File: src/hw/rtl/tkpq_pkg.sv
// ----------------------------------------------------------------------------
// Two-key priority queue package
// Shared record type, codes and the priority compare used by the cell row.
// ----------------------------------------------------------------------------
package tkpq_pkg;

  localparam int unsigned QueueDepth = 64;
  localparam int unsigned CountW     = $clog2(QueueDepth + 1);
  localparam int unsigned IdW        = 16;
  localparam int unsigned TimeW      = 32;
  localparam int unsigned CntrW      = 8;
  localparam int unsigned RecW       = IdW + TimeW + CntrW;
  localparam int unsigned InDataW    = ((RecW + 7) / 8) * 8;
  localparam int unsigned OutDataW   = ((RecW + CountW + 7) / 8) * 8;
  localparam int unsigned StatusW    = 2;

  localparam logic FuncEnq = 1'b0;
  localparam logic FuncDeq = 1'b1;

  localparam logic [StatusW-1:0] StDone  = 2'd0;
  localparam logic [StatusW-1:0] StEmpty = 2'd1;
  localparam logic [StatusW-1:0] StFull  = 2'd2;

  // Packed so that the identifier sits in the lowest bits.
  typedef struct packed {
    logic [CntrW-1:0] counter;
    logic [TimeW-1:0] tkey;
    logic [IdW-1:0]   id;
  } rec_t;

  typedef struct packed {
    logic ins;
    logic deq;
  } cell_ctrl_t;

  // True when record a must leave strictly before record b.
  function automatic logic rec_beats(rec_t a, rec_t b);
    logic res;
    if (a.tkey != b.tkey) begin
      res = (a.tkey < b.tkey);
    end else begin
      res = (a.counter > b.counter);
    end
    return res;
  endfunction

endpackage

File: src/hw/rtl/tkpq_cell.sv
// ----------------------------------------------------------------------------
// Priority queue cell
// Holds one record of the sorted row; shifts right on insert, left on removal.
// ----------------------------------------------------------------------------
module tkpq_cell (
  input  logic                clk_i,
  input  tkpq_pkg::cell_ctrl_t ctrl_i,
  input  logic                valid_i,     // this cell holds a live record
  input  tkpq_pkg::rec_t      new_rec_i,
  input  tkpq_pkg::rec_t      left_rec_i,
  input  logic                left_goes_i, // new record lands at or left of the left cell
  input  tkpq_pkg::rec_t      right_rec_i,
  output tkpq_pkg::rec_t      rec_o,
  output logic                goes_o       // new record lands at or left of this cell
);
  import tkpq_pkg::*;

  rec_t rec_q, rec_d;

  // An empty cell always takes the new record's side; the row stays sorted,
  // so the compare is monotonic along the chain.
  assign goes_o = !valid_i || rec_beats(new_rec_i, rec_q);

  always_comb begin
    rec_d = rec_q;
    priority if (ctrl_i.deq) begin
      rec_d = right_rec_i;
    end else if (ctrl_i.ins && left_goes_i) begin
      rec_d = left_rec_i;
    end else if (ctrl_i.ins && goes_o) begin
      rec_d = new_rec_i;
    end else begin
      rec_d = rec_q;
    end
  end

  always_ff @(posedge clk_i) begin
    rec_q <= rec_d;
  end

  assign rec_o = rec_q;

endmodule

File: config.mk
export PLATFORM = sky130hd
export DESIGN_NAME = tkpq_cell
export DESIGN_NICKNAME = d
export VERILOG_FILES = /design/src/hw/rtl/tkpq_pkg.sv /design/src/hw/rtl/tkpq_cell.sv
export SDC_FILE = /design/constraint.sdc
export NUM_CORES = 1
export LEC_CHECK = 0
export ABC_AREA = 0
export ABC_CLOCK_PERIOD_IN_PS = 6800
export BUFFER_PORTS_ARGS = -buffer_cell sky130_fd_sc_hd__buf_2
export CORE_UTILIZATION = 49
export CTS_BUF_LIST = sky130_fd_sc_hd__clkbuf_4 sky130_fd_sc_hd__clkbuf_8
export CTS_CLUSTER_SIZE = 12
export DETAILED_ROUTE_END_ITERATION = 8
export PLACE_DENSITY = 0.91
export SYNTH_ARGS = -nofsm -noshare
export SYNTH_HDL_FRONTEND = slang
export SYNTH_SLANG_ARGS = --single-unit
File: constraint.sdc
create_clock -name clk_i -period 6.8 [get_ports clk_i]
set_clock_uncertainty 0.15 [all_clocks]
set_input_delay 0.68 -clock clk_i [delete_from_list [all_inputs] [get_ports clk_i]]
set_output_delay 0.68 -clock clk_i [all_outputs]
set_load 0.02 [all_outputs]
# ---- Word-level counts from Yosys, hierarchy flattened
# Index checks and enable logic that the tools add are counted.
dict set report word_totals {
  register_bits 56
  in_bits 173
  out_inout_bits 57
  word_cells 15
}
dict set report op_classes {
  order_cmp 2
  n_eq_ne 1
  n_mux 4
  n_reduce_logical 5
}
# op count
set ops {}
lappend ops {{56-bit 2-to-1 mux} 3}
lappend ops {{32-bit < comparator} 1}
lappend ops {{32-bit != test} 1}
lappend ops {{8-bit greater-than comparator} 1}
lappend ops {{3-bit nonzero test} 1}
lappend ops {{1-bit logical AND} 2}
lappend ops {{1-bit logical NOT} 1}
lappend ops {{1-bit logical OR} 1}
lappend ops {{1-bit 2-to-1 mux} 1}

# ---- Depth between registers and ports, before layout
dict set report depth {
  ltp_word 7
  mapped_depth 8
  ltp_nobuf 8
}

# ---- Worst setup path before layout
# No wires, ideal clock.
dict set report synth_path {
  kind {in2reg}
  start {input port new_rec_i[30] (netlist name)}
  end {register rec_q, in the netlist rec_o[0] (enable)}
  setup_ns 0.418
  arrival_ns 3.418
  required_ns 6.232
  slack_ns 2.814
  cell_stages 7
  path_buffers 0
  path_cell_list {ha_1 -> a21oi_2 -> nand2_1 -> a221o_1 -> o31a_1 -> a2111oi_4 -> o22a_1}
}
dict set report synth_via {
  elab_chain_cells 5
  elab_cells_between_ends 6
  classes_between {order compare: 1; eq/ne: 1; mux: 1; reduce/logical: 3}
}
# element line
set synth_rtl {}
lappend synth_rtl {{from (decl)} tkpq_cell.sv:9} ;# input tkpq_pkg::rec_t new_rec_i,
lappend synth_rtl {{32-bit < comparator / 32-bit != test (equally long branches)} {tkpq_pkg.sv:40, tkpq_pkg.sv:39}}
lappend synth_rtl {{1-bit 2-to-1 mux *} tkpq_pkg.sv:39} ;# if (a.tkey != b.tkey) begin
lappend synth_rtl {{1-bit logical OR *} tkpq_cell.sv:22} ;# assign goes_o = !valid_i || rec_beats(new_rec_i, rec_q);
lappend synth_rtl {{1-bit logical AND *} tkpq_cell.sv:30} ;# end else if (ctrl_i.ins && goes_o) begin
lappend synth_rtl {{3-bit nonzero test (no source line) *} --}
lappend synth_rtl {{to (signal assigned)} tkpq_cell.sv:38} ;# rec_q <= rec_d;
lappend synth_rtl {{to (decl)} tkpq_cell.sv:18} ;# rec_t rec_q, rec_d;
# Every way passes the cells marked *; elsewhere a longest branch is shown, timed or not.
# A chain may end at the register's enable or synchronous reset.

# ---- Final worst setup path
dict set report layout_path {
  start {input port new_rec_i[46] (netlist name)}
  end {register rec_q, in the netlist rec_o[27] (enable)}
}
# Same word-level chain as after synthesis.

==> flow_summary.toml <==
[synth]
ys_seq_area_share_pct = 43.5
synth_top_family_by_area = "multiplexers"
postSynth.asyncResetShare_pct = 0
yosysTopAreaCell = "edfxtp_1"
syn_inst = 389
synth.most_common_cell = "nand2_1"
ys.flop_type = "edfxtp_1"
synth_area_leaders = "edfxtp_1 (43%), mux2i_1 (14%), ha_1 (13%), o21ai_0 (7.4%), nand2_1 (6.0%)"
synth_edf_count = 56
syn_avg_cell_area_um2 = 9.94
synth_simple_gate_area_share_pct = 9.64
ys_warn_count = 0
yosysUniqueCellTypes = 31
synth_commonest_cells = "nand2_1 (62), o21ai_0 (57), edfxtp_1 (56), mux2i_1 (56), inv_1 (42)"
yosys.area_share.adder_pct = 12.9
synth_xor_area_share_pct = 0
synth_compound_area_share_pct = 13.4
synth-seq-cells = 56
yosysTopAreaCellShare_pct = 43.5
synth_area_um2 = 3870
syn_nets = 602
synth_mux_area_share_pct = 14.5

[setup_path]
r2r_start = "rec_o[47]"
cp-end-kind = "register"
cp_max_fo = 29
crit_slowest_cell = "nor4_1"
critPathMaxStageDelay_ns = 0.57
path_cells = "buf_2, ha_1, nand4_1, nor4_1, nand3_1, a31oi_1, a2111o_1, o22a_2, buf_4"
required_ns = 6.62
crit_path_start_kind = "primary input"
reg2reg_setup_slack_ns = 3.15
arrival_ns = 3.57
crit_start = "new_rec_i[46]"
path_class = "primary input to register"

[final_layout]
final_nets = 822
drive_above_1_share_pct = 39.7
regArea_um2 = 1680
diodes = 0
multi_input_area_um2 = 1960
area_growth_pct = 33.9
finish.utilization_pct = 67.4
fillers = 607
largest_reg_flops = 56
design_area_um2 = 5180

[detailed_routing]
routed_wl_mm = 10.6
wl_per_cell_um = 14.9
firstDrtPassIters = 6
drc_errors = 0
vias_per_cell = 5.24
vias = 3733
ant_nets = 0
drtIter0Drc = 162

[placement]
postPlaceCellArea_um2 = 5090
gp_congestion = 0.804
place_hpwl_mm = 8.47
place_ws_ns = 2.69
io_buffers = 229

[min_path]
min_from = "right_rec_i[42]"
hp-class = "primary input to register"

[timing]
worst_slack_ns = 3.05
slew_viol_final = 0
period_needed_ns = 3.75
setup_viol = 0
worst_slew_pin_slew_ns = 0.983
clock.fmax_ghz = 0.267
fin_tns_setup_ns = 0
rsz0062_at_grt = "false"
hold_viol = 0
post-route-period-util_pct = 55.1
slew_headroom_pct = 34.5

[die]
start_util_pct = 50.3
die_height_um = 90.8
pin_count = 230
rows = 32
die_area_um2 = 8250
coreArea_um2 = 7690
die_x_um = 90.8

[power]
pwr-share-comb_pct = 32.4
seq_power_share_pct = 47.9
peakVddDrop_mv = 0.0917
p_sw_share_pct = 31.6
power_density_nw_per_um2 = 179
p_switching_mw = 0.292
clkPwrFrac_pct = 19.7
internal_power_mw = 0.632
p_leak_nw = 2.84
power_mw = 0.924

[clocking]
cts_tree = "built"
cts.path.max_buffers = 2
numCtsBuffers = 5
htreeDepth = 2
insertion_delay_ns = 0.30
cts_sinks = 56
clockRootBuffer = "clkbuf_8"
cts_hold_buf = 0
clk_pin_slew_ns = 0.09
post-cts-setup-buffers = 0
post_cts_resized = 0

[global_route]
grt-ovfl-total = 0
grt_pass1_wl_mm = 16.4
grt_max_degree = 115
antenna_found_initial = 0
grt_pass1_vias = 3690
grt.total_usage_pct = 25.0

[run]
drv_cap = 0

[run_status]
outcome = "finished, final reports clean"
==> path summary, 6_finish.rpt <==
| path | cells past startpoint | end |
|---|---|---|
| setup / recovery | 9 | rec_o[27] |
| hold / removal | 3 | rec_o[42] |
| setup reg to reg | 9 | rec_o[27] |
| hold reg to reg | 6 | rec_o[49] |
==> critical path: cells and delay by family <==
kind | cells | cell delay (ns)
compound gates | 3 | 1.02
simple gates | 3 | 0.96
buf+inv | 2 | 0.58
fa+ha+maj | 1 | 0.30
==> power by group through the flow <==
stage               sequential (mW)  clock, mW  combinational [mW]
finish                        0.442      0.182               0.300
global route                  0.447      0.201               0.330
CTS                           0.443      0.188               0.301
detailed placement            0.450          0               0.300
global placement              0.448          0               0.286
floorplan                     0.497          0               0.127
==> area by class of cell <==
| cell class | count | area share (%) |
|---|---|---|
| Inverter | 42 | 3.04 |
| Sequential cell | 56 | 32.5 |
| Multi-Input combinational cell | 273 | 37.9 |
| Timing Repair Buffer | 231 | 22.4 |
| Clock buffer | 7 | 1.62 |
| Tap cell | 102 | 2.46 |
| Clock inverter | 1 | 0.0725 |
==> metal layers <==
metal | global-route usage (%) | part of all wire (%) | wire, um
met5 | 0 | 0 | 0
met4 | 7.80 | 1.8 | 194
met3 | 3.96 | 5.6 | 596
met2 | 47.9 | 53 | 5600
met1 | 28.0 | 40 | 4230
==> stage by stage <==
stage               std cells  hold WS, ns
floorplan                 389        0.717
global placement          704        0.808
detailed placement        704        0.817
CTS                       712        0.494
global route              712        0.502
finish                    712        0.504
==> placed cells by master (no fill, tap or decap), types with 2 or more instances in the layout <==
cell type,n
nor3_1,2
nor2b_1,2
nand4_1,7
inv_1,42
nand3_1,8
edfxtp_1,56
mux2i_1,56
nor2_1,5
buf_2,229
buf_4,2
ha_1,40
clkbuf_8,5
o21ai_0,57
clkbuf_4,2
a21oi_1,13
nand2_1,61
a21o_1,5
==> cells by family (layout without fill, tap and decap cells) <==
| group | count (synthesis) | after routing |
|---|---|---|
| multiplexers | 56 | 56 |
| adder cells (fa/ha/maj) | 40 | 40 |
| AND/OR/NAND/NOR | 88 | 88 |
| flip-flops | 56 | 56 |
| AO/OA/AOI/OAI | 89 | 89 |
| buffers and inverters | 60 | 281 |
(Power assumes the default switching activity.)
